$ cat config.mk
export PLATFORM = sky130hd
export DESIGN_NAME = touch_sample_qualify_and_map_flat
export DESIGN_NICKNAME = d
export VERILOG_FILES = /design/src/tsqm_pkg.sv /design/src/tsqm_if.sv /design/src/touch_sample_qualify_and_map.sv /design/src/flat_wrapper.sv
export SDC_FILE = /design/constraint.sdc
export NUM_CORES = 2
export LEC_CHECK = 0
export ABC_AREA = 1
export BUFFER_PORTS_ARGS = -buffer_cell sky130_fd_sc_hd__buf_2
export CAP_MARGIN = 20
export CORE_MARGIN = 2
export CORE_UTILIZATION = 45
export CTS_CLUSTER_DIAMETER = 50
export DETAILED_ROUTE_END_ITERATION = 7
export PLACE_DENSITY = 0.62
export SYNTH_ARGS = -nofsm -noshare
export SYNTH_HDL_FRONTEND = slang
export SYNTH_SLANG_ARGS = --single-unit
$ cat constraint.sdc
create_clock -name clock -period 69.7 [get_ports clock]
set_input_delay 13.94 -clock clock [delete_from_list [all_inputs] [get_ports clock]]
set_output_delay 13.94 -clock clock [all_outputs]
set_load 0.05 [all_outputs]
$ cat src/tsqm_pkg.sv
package tsqm_pkg;

   // Field widths.
   localparam int RAW_W     = 16;
   localparam int DIFF_W    = RAW_W + 1;
   localparam int LAST_W    = 12;
   localparam int NUM_W     = DIFF_W + LAST_W;
   localparam int QUO_W     = LAST_W;
   localparam int CSR_IDX_W = 3;

   localparam int PIXEL_BITS_DEFAULT = 12;

   // Largest difference between the two X readings that still counts as stable.
   localparam logic signed [DIFF_W-1:0] STABLE_SPAN = 17'sd500;

   // Register values after reset.
   localparam logic signed [RAW_W-1:0] THRESH_RESET = 16'sd1000;
   localparam logic signed [RAW_W-1:0] CAL_MIN_RESET = 16'sd0;
   localparam logic signed [RAW_W-1:0] CAL_MAX_RESET = 16'sd32767;
   localparam logic [LAST_W-1:0] X_LAST_RESET = 12'd239;
   localparam logic [LAST_W-1:0] Y_LAST_RESET = 12'd319;

   // Configuration register indexes.
   typedef enum logic [CSR_IDX_W-1:0] {
      CSR_PRESS_THRESHOLD = 3'd0,
      CSR_X_CAL_MIN       = 3'd1,
      CSR_X_CAL_MAX       = 3'd2,
      CSR_Y_CAL_MIN       = 3'd3,
      CSR_Y_CAL_MAX       = 3'd4,
      CSR_X_PIXEL_LAST    = 3'd5,
      CSR_Y_PIXEL_LAST    = 3'd6
   } tsqm_csr_idx_type;

   // Decisions made at the qualify stage, carried down the pipeline.
   typedef struct packed {
      logic             touched;
      logic             x_low;
      logic             x_high;
      logic             y_low;
      logic             y_high;
      logic [RAW_W-1:0] x_raw;
      logic [RAW_W-1:0] y_raw;
   } tsqm_ctl_type;

   // One axis inside the restoring divider.
   typedef struct packed {
      logic [NUM_W-1:0]  rem;
      logic [DIFF_W-1:0] den;
      logic [QUO_W-1:0]  quo;
   } tsqm_div_type;

   // One restoring step: try the divisor shifted up by sh, shift in one quotient bit.
   function automatic tsqm_div_type div_step(tsqm_div_type a, int unsigned sh);
      tsqm_div_type     r;
      logic [NUM_W-1:0] trial;
      r     = a;
      trial = NUM_W'(a.den) << sh;
      if (a.rem >= trial) begin
         r.rem = a.rem - trial;
         r.quo = {a.quo[QUO_W-2:0], 1'b1};
      end else begin
         r.quo = {a.quo[QUO_W-2:0], 1'b0};
      end
      return r;
   endfunction

endpackage

$ cat src/tsqm_if.sv
// Input channel: one set of panel readings.
interface tsqm_req_if;
   import tsqm_pkg::*;
   logic                    valid;
   logic                    ready;
   logic signed [RAW_W-1:0] x_first;
   logic signed [RAW_W-1:0] y_sample;
   logic signed [RAW_W-1:0] x_second;
   modport source (output valid, x_first, y_sample, x_second, input ready);
   modport sink (input valid, x_first, y_sample, x_second, output ready);
endinterface

// Result channel: qualified press and mapped coordinates.
interface tsqm_rsp_if #(parameter int PIXEL_BITS = tsqm_pkg::PIXEL_BITS_DEFAULT);
   import tsqm_pkg::*;
   logic                    valid;
   logic                    ready;
   logic                    touched;
   logic [PIXEL_BITS-1:0]   x_pixel;
   logic [PIXEL_BITS-1:0]   y_pixel;
   logic signed [RAW_W-1:0] x_raw_out;
   logic signed [RAW_W-1:0] y_raw_out;
   modport source (output valid, touched, x_pixel, y_pixel, x_raw_out, y_raw_out,
                   input ready);
   modport sink (input valid, touched, x_pixel, y_pixel, x_raw_out, y_raw_out,
                 output ready);
endinterface

// Configuration write channel.
interface tsqm_csr_if;
   import tsqm_pkg::*;
   logic                 valid;
   logic                 ready;
   logic [CSR_IDX_W-1:0] index;
   logic [RAW_W-1:0]     data;
   modport source (output valid, index, data, input ready);
   modport sink (input valid, index, data, output ready);
endinterface

$ cat src/touch_sample_qualify_and_map.sv
// A result passes through the input register, qualify stage, multiply stage, 12 divider
// stages and the output register.
// Throughput: one sample set per cycle while the skid register is empty; the 12-stage
// divider retires one quotient bit per stage and every stage takes a new item each cycle.
// A skid register behind the output takes one item on a stall, keeping input open.
// Reset (synchronous, active high) empties the pipeline and loads the register defaults.
module touch_sample_qualify_and_map #(
   parameter int PIXEL_BITS = tsqm_pkg::PIXEL_BITS_DEFAULT
) (
   input logic         clock,
   input logic         reset,
   tsqm_req_if.sink    req_ch,
   tsqm_rsp_if.source  rsp_ch,
   tsqm_csr_if.sink    csr_ch
);
   import tsqm_pkg::*;

   localparam int DIV_STAGES = QUO_W;

   typedef struct packed {
      logic                  touched;
      logic [PIXEL_BITS-1:0] x_pixel;
      logic [PIXEL_BITS-1:0] y_pixel;
      logic [RAW_W-1:0]      x_raw;
      logic [RAW_W-1:0]      y_raw;
   } rsp_type;

   // Configuration registers.
   logic signed [RAW_W-1:0] thresh_ff;
   logic signed [RAW_W-1:0] x_min_ff;
   logic signed [RAW_W-1:0] x_max_ff;
   logic signed [RAW_W-1:0] y_min_ff;
   logic signed [RAW_W-1:0] y_max_ff;
   logic [LAST_W-1:0]       x_last_ff;
   logic [LAST_W-1:0]       y_last_ff;

   // Pipeline.
   logic                    en;
   logic                    accept;
   logic                    s0_v_ff;
   logic signed [RAW_W-1:0] s0_x1_ff;
   logic signed [RAW_W-1:0] s0_y_ff;
   logic signed [RAW_W-1:0] s0_x2_ff;

   logic                    s1_v_ff;
   tsqm_ctl_type            s1_ctl_in, s1_ctl_ff;
   logic [DIFF_W-1:0]       s1_rx_in, s1_rx_ff;
   logic [DIFF_W-1:0]       s1_dx_in, s1_dx_ff;
   logic [DIFF_W-1:0]       s1_ry_in, s1_ry_ff;
   logic [DIFF_W-1:0]       s1_dy_in, s1_dy_ff;

   logic                    s2_v_ff;
   tsqm_ctl_type            s2_ctl_ff;
   tsqm_div_type            s2_x_in, s2_x_ff;
   tsqm_div_type            s2_y_in, s2_y_ff;

   logic [DIV_STAGES-1:0]   dv_v_ff;
   tsqm_ctl_type            dv_ctl_ff [DIV_STAGES];
   tsqm_div_type            dv_x_in [DIV_STAGES];
   tsqm_div_type            dv_x_ff [DIV_STAGES];
   tsqm_div_type            dv_y_in [DIV_STAGES];
   tsqm_div_type            dv_y_ff [DIV_STAGES];

   // Output and skid registers.
   logic                    out_v_in, out_v_ff;
   rsp_type                 out_in, out_ff;
   logic                    skid_v_in, skid_v_ff;
   rsp_type                 skid_in, skid_ff;
   rsp_type                 tail_res;
   logic                    tail_fire;
   logic                    out_free;

   // Configuration writes are always taken; unknown indexes are dropped.
   assign csr_ch.ready = 1'b1;

   always_ff @(posedge clock) begin
      if (reset) begin
         thresh_ff <= THRESH_RESET;
         x_min_ff  <= CAL_MIN_RESET;
         x_max_ff  <= CAL_MAX_RESET;
         y_min_ff  <= CAL_MIN_RESET;
         y_max_ff  <= CAL_MAX_RESET;
         x_last_ff <= X_LAST_RESET;
         y_last_ff <= Y_LAST_RESET;
      end else if (csr_ch.valid) begin
         case (csr_ch.index)
            CSR_PRESS_THRESHOLD: thresh_ff <= csr_ch.data;
            CSR_X_CAL_MIN:       x_min_ff  <= csr_ch.data;
            CSR_X_CAL_MAX:       x_max_ff  <= csr_ch.data;
            CSR_Y_CAL_MIN:       y_min_ff  <= csr_ch.data;
            CSR_Y_CAL_MAX:       y_max_ff  <= csr_ch.data;
            CSR_X_PIXEL_LAST:    x_last_ff <= csr_ch.data[LAST_W-1:0];
            CSR_Y_PIXEL_LAST:    y_last_ff <= csr_ch.data[LAST_W-1:0];
            default: ;
         endcase
      end
   end

   // The whole pipeline moves together unless the skid register is occupied.
   assign en            = !skid_v_ff;
   assign req_ch.ready  = en;
   assign accept        = req_ch.valid && en;

   // Qualify stage: press decision, clamp flags and the offsets fed to the multiplier.
   always_comb begin
      logic signed [DIFF_W-1:0] xdiff;
      logic                     early;
      logic                     unstable;
      logic                     released;
      xdiff    = $signed({s0_x1_ff[RAW_W-1], s0_x1_ff}) - $signed({s0_x2_ff[RAW_W-1], s0_x2_ff});
      early    = s0_x1_ff < thresh_ff;
      unstable = (xdiff > STABLE_SPAN) || (xdiff < -STABLE_SPAN);
      released = s0_x2_ff < thresh_ff;

      s1_ctl_in.touched = !early && !unstable && !released;
      s1_ctl_in.x_low   = s0_x2_ff <= x_min_ff;
      s1_ctl_in.x_high  = s0_x2_ff >= x_max_ff;
      s1_ctl_in.y_low   = s0_y_ff <= y_min_ff;
      s1_ctl_in.y_high  = s0_y_ff >= y_max_ff;
      s1_ctl_in.x_raw   = early ? s0_x1_ff : s0_x2_ff;
      s1_ctl_in.y_raw   = early ? '0 : s0_y_ff;

      s1_rx_in = {s0_x2_ff[RAW_W-1], s0_x2_ff} - {x_min_ff[RAW_W-1], x_min_ff};
      s1_dx_in = {x_max_ff[RAW_W-1], x_max_ff} - {x_min_ff[RAW_W-1], x_min_ff};
      s1_ry_in = {s0_y_ff[RAW_W-1], s0_y_ff} - {y_min_ff[RAW_W-1], y_min_ff};
      s1_dy_in = {y_max_ff[RAW_W-1], y_max_ff} - {y_min_ff[RAW_W-1], y_min_ff};
   end

   // Multiply stage: numerator of the linear map for each axis.
   always_comb begin
      s2_x_in.rem = NUM_W'(s1_rx_ff) * NUM_W'(x_last_ff);
      s2_x_in.den = s1_dx_ff;
      s2_x_in.quo = '0;
      s2_y_in.rem = NUM_W'(s1_ry_ff) * NUM_W'(y_last_ff);
      s2_y_in.den = s1_dy_ff;
      s2_y_in.quo = '0;
   end

   // Divider stages, most significant quotient bit first.
   always_comb begin
      dv_x_in[0] = div_step(s2_x_ff, QUO_W - 1);
      dv_y_in[0] = div_step(s2_y_ff, QUO_W - 1);
      for (int k = 1; k < DIV_STAGES; k++) begin
         dv_x_in[k] = div_step(dv_x_ff[k-1], QUO_W - 1 - k);
         dv_y_in[k] = div_step(dv_y_ff[k-1], QUO_W - 1 - k);
      end
   end

   always_ff @(posedge clock) begin
      if (reset) begin
         s0_v_ff <= 1'b0;
         s1_v_ff <= 1'b0;
         s2_v_ff <= 1'b0;
         dv_v_ff <= '0;
      end else if (en) begin
         s0_v_ff <= accept;
         s1_v_ff <= s0_v_ff;
         s2_v_ff <= s1_v_ff;
         dv_v_ff <= {dv_v_ff[DIV_STAGES-2:0], s2_v_ff};
      end
   end

   always_ff @(posedge clock) begin
      if (en) begin
         s0_x1_ff     <= req_ch.x_first;
         s0_y_ff      <= req_ch.y_sample;
         s0_x2_ff     <= req_ch.x_second;
         s1_ctl_ff    <= s1_ctl_in;
         s1_rx_ff     <= s1_rx_in;
         s1_dx_ff     <= s1_dx_in;
         s1_ry_ff     <= s1_ry_in;
         s1_dy_ff     <= s1_dy_in;
         s2_ctl_ff    <= s1_ctl_ff;
         s2_x_ff      <= s2_x_in;
         s2_y_ff      <= s2_y_in;
         dv_ctl_ff[0] <= s2_ctl_ff;
         for (int k = 1; k < DIV_STAGES; k++) begin
            dv_ctl_ff[k] <= dv_ctl_ff[k-1];
         end
         for (int k = 0; k < DIV_STAGES; k++) begin
            dv_x_ff[k] <= dv_x_in[k];
            dv_y_ff[k] <= dv_y_in[k];
         end
      end
   end

   // Final selection: clamp to the ends of the range, zero when rejected.
   always_comb begin
      tsqm_ctl_type      c;
      logic [LAST_W-1:0] xv;
      logic [LAST_W-1:0] yv;
      c  = dv_ctl_ff[DIV_STAGES-1];
      xv = c.x_low ? '0 : (c.x_high ? x_last_ff : dv_x_ff[DIV_STAGES-1].quo);
      yv = c.y_low ? '0 : (c.y_high ? y_last_ff : dv_y_ff[DIV_STAGES-1].quo);
      tail_res.touched = c.touched;
      tail_res.x_pixel = c.touched ? PIXEL_BITS'(xv) : '0;
      tail_res.y_pixel = c.touched ? PIXEL_BITS'(yv) : '0;
      tail_res.x_raw   = c.x_raw;
      tail_res.y_raw   = c.y_raw;
   end

   // Output register with a skid stage behind it.
   assign out_free  = !out_v_ff || rsp_ch.ready;
   assign tail_fire = en && dv_v_ff[DIV_STAGES-1];

   always_comb begin
      out_v_in  = out_v_ff;
      out_in    = out_ff;
      skid_v_in = skid_v_ff;
      skid_in   = skid_ff;
      if (out_free) begin
         if (skid_v_ff) begin
            out_v_in  = 1'b1;
            out_in    = skid_ff;
            skid_v_in = 1'b0;
         end else begin
            out_v_in = tail_fire;
            out_in   = tail_res;
         end
      end else if (tail_fire) begin
         skid_v_in = 1'b1;
         skid_in   = tail_res;
      end
   end

   always_ff @(posedge clock) begin
      if (reset) begin
         out_v_ff  <= 1'b0;
         skid_v_ff <= 1'b0;
      end else begin
         out_v_ff  <= out_v_in;
         skid_v_ff <= skid_v_in;
      end
      out_ff  <= out_in;
      skid_ff <= skid_in;
   end

   assign rsp_ch.valid     = out_v_ff;
   assign rsp_ch.touched   = out_ff.touched;
   assign rsp_ch.x_pixel   = out_ff.x_pixel;
   assign rsp_ch.y_pixel   = out_ff.y_pixel;
   assign rsp_ch.x_raw_out = out_ff.x_raw;
   assign rsp_ch.y_raw_out = out_ff.y_raw;

   // The skid register only holds an item while the output register is full.
   a_skid_behind_out: assert property (@(posedge clock) disable iff (reset)
      skid_v_ff |-> out_v_ff)
      else $error("skid register valid while output register empty");

   // The skid register fills only when the output was blocked in the cycle before.
   a_skid_fill_on_stall: assert property (@(posedge clock) disable iff (reset)
      $rose(skid_v_ff) |-> $past(out_v_ff && !rsp_ch.ready))
      else $error("skid register filled without an output stall");

   // While the pipeline is stalled no item moves, appears or vanishes.
   a_stall_holds_pipe: assert property (@(posedge clock) disable iff (reset)
      !en |=> $stable({s0_v_ff, s1_v_ff, s2_v_ff, dv_v_ff}))
      else $error("pipeline valid bits changed during a stall");

   // A rejected set never carries coordinates.
   a_reject_zero_pixels: assert property (@(posedge clock) disable iff (reset)
      (out_v_ff && !out_ff.touched) |-> (out_ff.x_pixel == '0 && out_ff.y_pixel == '0))
      else $error("rejected set with nonzero coordinates");

endmodule
$ cat src/flat_wrapper.sv
// flat-port wrapper written by rule: the top's interface ports become plain ports
module touch_sample_qualify_and_map_flat import tsqm_pkg::*;
#(
   parameter int PIXEL_BITS = tsqm_pkg::PIXEL_BITS_DEFAULT
)
  (clock, reset, req_ch_valid, req_ch_x_first, req_ch_y_sample, req_ch_x_second, req_ch_ready, rsp_ch_valid, rsp_ch_touched, rsp_ch_x_pixel, rsp_ch_y_pixel, rsp_ch_x_raw_out, rsp_ch_y_raw_out, rsp_ch_ready, csr_ch_valid, csr_ch_index, csr_ch_data, csr_ch_ready);
  tsqm_req_if req_ch_i ();
  tsqm_rsp_if #(.PIXEL_BITS(PIXEL_BITS)) rsp_ch_i ();
  tsqm_csr_if csr_ch_i ();
  input logic clock;
  input logic reset;
  input wire logic [$bits(req_ch_i.valid)-1:0] req_ch_valid;
  input wire logic [$bits(req_ch_i.x_first)-1:0] req_ch_x_first;
  input wire logic [$bits(req_ch_i.y_sample)-1:0] req_ch_y_sample;
  input wire logic [$bits(req_ch_i.x_second)-1:0] req_ch_x_second;
  output wire logic [$bits(req_ch_i.ready)-1:0] req_ch_ready;
  output wire logic [$bits(rsp_ch_i.valid)-1:0] rsp_ch_valid;
  output wire logic [$bits(rsp_ch_i.touched)-1:0] rsp_ch_touched;
  output wire logic [$bits(rsp_ch_i.x_pixel)-1:0] rsp_ch_x_pixel;
  output wire logic [$bits(rsp_ch_i.y_pixel)-1:0] rsp_ch_y_pixel;
  output wire logic [$bits(rsp_ch_i.x_raw_out)-1:0] rsp_ch_x_raw_out;
  output wire logic [$bits(rsp_ch_i.y_raw_out)-1:0] rsp_ch_y_raw_out;
  input wire logic [$bits(rsp_ch_i.ready)-1:0] rsp_ch_ready;
  input wire logic [$bits(csr_ch_i.valid)-1:0] csr_ch_valid;
  input wire logic [$bits(csr_ch_i.index)-1:0] csr_ch_index;
  input wire logic [$bits(csr_ch_i.data)-1:0] csr_ch_data;
  output wire logic [$bits(csr_ch_i.ready)-1:0] csr_ch_ready;
  assign req_ch_i.valid = req_ch_valid;
  assign req_ch_i.x_first = req_ch_x_first;
  assign req_ch_i.y_sample = req_ch_y_sample;
  assign req_ch_i.x_second = req_ch_x_second;
  assign req_ch_ready = req_ch_i.ready;
  assign rsp_ch_valid = rsp_ch_i.valid;
  assign rsp_ch_touched = rsp_ch_i.touched;
  assign rsp_ch_x_pixel = rsp_ch_i.x_pixel;
  assign rsp_ch_y_pixel = rsp_ch_i.y_pixel;
  assign rsp_ch_x_raw_out = rsp_ch_i.x_raw_out;
  assign rsp_ch_y_raw_out = rsp_ch_i.y_raw_out;
  assign rsp_ch_i.ready = rsp_ch_ready;
  assign csr_ch_i.valid = csr_ch_valid;
  assign csr_ch_i.index = csr_ch_index;
  assign csr_ch_i.data = csr_ch_data;
  assign csr_ch_ready = csr_ch_i.ready;
  touch_sample_qualify_and_map #(.PIXEL_BITS(PIXEL_BITS)) u_core (.clock(clock), .reset(reset), .req_ch(req_ch_i), .rsp_ch(rsp_ch_i), .csr_ch(csr_ch_i));
endmodule
==> flow_summary.toml <==
[die]
die_y_um = 510.9
fp.dieW_um = 510.9
initial_utilization = 0.4512
rows = 186
ioPinCount = 132
core_area_um2 = 256200
die-area_um2 = 261000

[route]
wl_per_cell_um = 19.09
routed_wl_um = 290100
drc = 0
first_iter_violations = 5438
dr.pass1.iters = 6
via_per_inst = 5.185
ant_nets = 0
vias = 78810

[clock_network]
numCtsBuffers = 294
cts_tree = "built"
cts_resized = 0
h-tree-depth = 5
insertion_delay_ps = 860
postCtsHoldBufs = 0
cts.sinks = 2129
cts_buffer_depth = 4
clockRootBuffer = "clkbuf_16"
post_cts_buffers = 0
path_clk_slew_ps = 60

[setup_path]
reg2reg_setup_slack_ps = 63530
path_max_fanout = 7
endpoint_kind = "output pin"
worstRegToRegCells = 7
path_cells = "inv_8, buf_2"
crit_arrival_ps = 1630
cp_num_buf_inv = 2
slowest_stage = "dfxtp_2"
worst_setup_path_start_kind = "flip-flop"
crit_path_max_incr_delay_ps = 350
timing.setup.critical_path_class = "flip-flop to output pin"
worst_ep_required_time_ps = 55760
regToRegEndpoint = "u_core.s0_y_ff[14]"
critPathTopFamily = "buffers and inverters"
r2r-start = "u_core.skid_v_ff"

[yosys]
synth_flop_cell = "edfxtp_1"
synth.distinct_cells = 69
synth_edf_count = 2008
yosysWarnings = 0
syn_inst = 11330
synth_area_um2 = 115600
synth-seq-cells = 2129
avgSynthCellArea_um2 = 10.21
ys_seq_area_frac = 0.5425
synthArstFlopShare = 0
synth_fp_nets = 12410

[sta]
finalHoldViolCount = 0
fmax_ghz = 0.06422
fin_crit_sh = 0.2234
tightest_slew_ps = 1291
layout_min_cycle_time_ps = 15570
tns_ps = 0
max_slew_margin = 0.1319
setup_viol = 0
rsz0062_at_grt = "no"
drv_slew = 0
skew_ps = 72.15

[global_route]
grt_pass1_wl_um = 451500
grt_util_all_layers = 0.2200
antenna_found_initial = 7
grt-ovfl-total = 0
grt_pass1_vias = 78580
grt_max_degree = 216

[power_and_ir_drop]
power_density_nw_per_um2 = 51.60
power.total_mw = 6.689
leakage_nw = 57.99
vdd_ir_drop_max_uv = 91.36

[min_path]
min_from = "u_core.dv_ctl_ff[1][65]"
holdPathStages = 0
hold_path_end = "u_core.dv_ctl_ff[1][102]"
hold_class = "flip-flop to flip-flop"

[finish]
nets = 12670
drive_gt1_frac = 0.06763
final_cell_area_um2 = 129600
areaGrowthSynthToFinish_pct = 12.12

[placement]
placed_cell_area_um2 = 119900
gp_congestion = 0.9273
dp_hpwl_um = 225000
io_buffers = 130

[status]
outcome = "completed"

[run]
drv_cap = 0
[per-layer routing]
metal  GRT usage  part of all wire  vias to the layer above
met5           0          0.000041                        -
met4     0.06481             0.029                        2
met1      0.3013              0.45                    37810
li1            -                 -                    38660
met3     0.02686             0.043                      489
met2      0.3671              0.48                     1845
[power by group]
part,internal [mW],leakage [nW],total (mW),switching [mW]
sequential,1.93,21.9,2.18,0.245
combinational,1.11,31.4,3.06,1.95
clock,0.871,4.66,1.46,0.585
[how the worst max path moves through the flow]
stage | from | to | slack [ps] | cells after the start
6_report | u_core.skid_v_ff | req_ch_ready | 54130 | 2
5_1_grt | u_core.skid_v_ff | req_ch_ready | 54050 | 2
4_1_cts | u_core.skid_v_ff | req_ch_ready | 54030 | 2
3_5_place_dp | rsp_ch_ready | u_core.skid_ff[29] | 53380 | 5
3_3_place_gp | rsp_ch_ready | u_core.skid_ff[25] | 53480 | 5
2_1_floorplan | u_core.skid_v_ff | req_ch_ready | 3890 | 2
[layout make-up]
class / instances / area (um^2)
fillers: 22980 / 126600
clock buffers: 334 / 7645
clock inverters: 195 / 1984
diodes: 2 / 5.005
flip-flops and latches: 2129 / 62720
repair buffers: 171 / 1091
well taps: 3384 / 4234
inverters: 1698 / 6382
multi-input cells: 7287 / 45570
[worst register-to-register path: cells and delay by family, from the launching register on]
family	cells	cell delay, ps
buf+inv	7	5330
flops	1	350
[Yosys cell counts (55+ instances only)]
cell | n | area [um^2]
nor4_1 | 67 | 419.2
or2_2 | 76 | 475.5
xnor2_1 | 214 | 1874
nand3_1 | 332 | 1662
xor2_1 | 227 | 1988
a21oi_1 | 702 | 3513
nand2_1 | 2534 | 9512
dfxtp_1 | 121 | 2422
clkbuf_1 | 129 | 484.2
edfxtp_1 | 2008 | 60300
a21o_1 | 55 | 412.9
nor3_1 | 129 | 645.6
o21ai_0 | 666 | 3333
ha_1 | 686 | 8583
fa_1 | 327 | 6546
inv_1 | 1682 | 6314
nand4_1 | 108 | 675.7
nor2_1 | 755 | 2834
[metrics by stage]
step | instances | util | hold slack, ps | setup WS, ps
after floorplan | 11330 | - | 400.3 | 3890
after global placement | 14660 | 0.4677 | 400.5 | 53480
after detailed placement | 14660 | 0.4679 | 404.5 | 53380
after CTS | 15190 | 0.5055 | 373.8 | 54030
after global routing | 15200 | 0.5059 | 382.3 | 54050
final | 15200 | 0.5059 | 375.6 | 54130
[cell usage in the layout, fill, tap and decap left out, types with 41 or more instances in the layout]
cell type and n:
clkbuf_16 300, clkinv_1 41, or2_2 76, nand4_1 108
a31oi_1 48, nor3_1 129, buf_2 130, nand2_1 2533
o21ai_0 666, nor4_1 67, edfxtp_1 2008, fa_1 327
o211ai_1 52, a21oi_1 702, o21bai_1 42, xor2_1 227
ha_1 686, a21o_1 55, xnor2_1 214, o21ai_1 41
dfxtp_1 120, nand3_1 332, inv_1 1681, nor2_1 753
[state kept, by name, summed over array words and instances, names as in the netlist, 17 cells and up]
register and count:
u_core.s1_ctl_ff 37, u_core.dv_y_in 17, u_core.s2_y_ff 29, u_core.s2_ctl_ff 37
u_core.s2_x_ff 29, u_core.skid_ff 57, u_core.s1_rx_ff 17, u_core.s1_dx_ff 17
u_core.dv_ctl_ff 444, u_core.s1_ry_ff 17, u_core.dv_x_ff 584, u_core.s1_dy_ff 17
u_core.dv_x_in 17, u_core.dv_y_ff 584
[kinds of logic (layout without fill, tap and decap cells)]
family | count (synthesis) | in the layout | share of synthesized area
other | 1 | 3 | 0.00003244
AND/OR/NAND/NOR | 4101 | 4101 | 0.1466
AO/OA/AOI/OAI | 1731 | 1731 | 0.08297
XOR/XNOR | 441 | 441 | 0.03341
flip-flops | 2129 | 2129 | 0.5425
buffers and inverters | 1913 | 2398 | 0.06362
adder cells (fa/ha/maj) | 1013 | 1013 | 0.1309
Power figures use the tool's default switching activity.
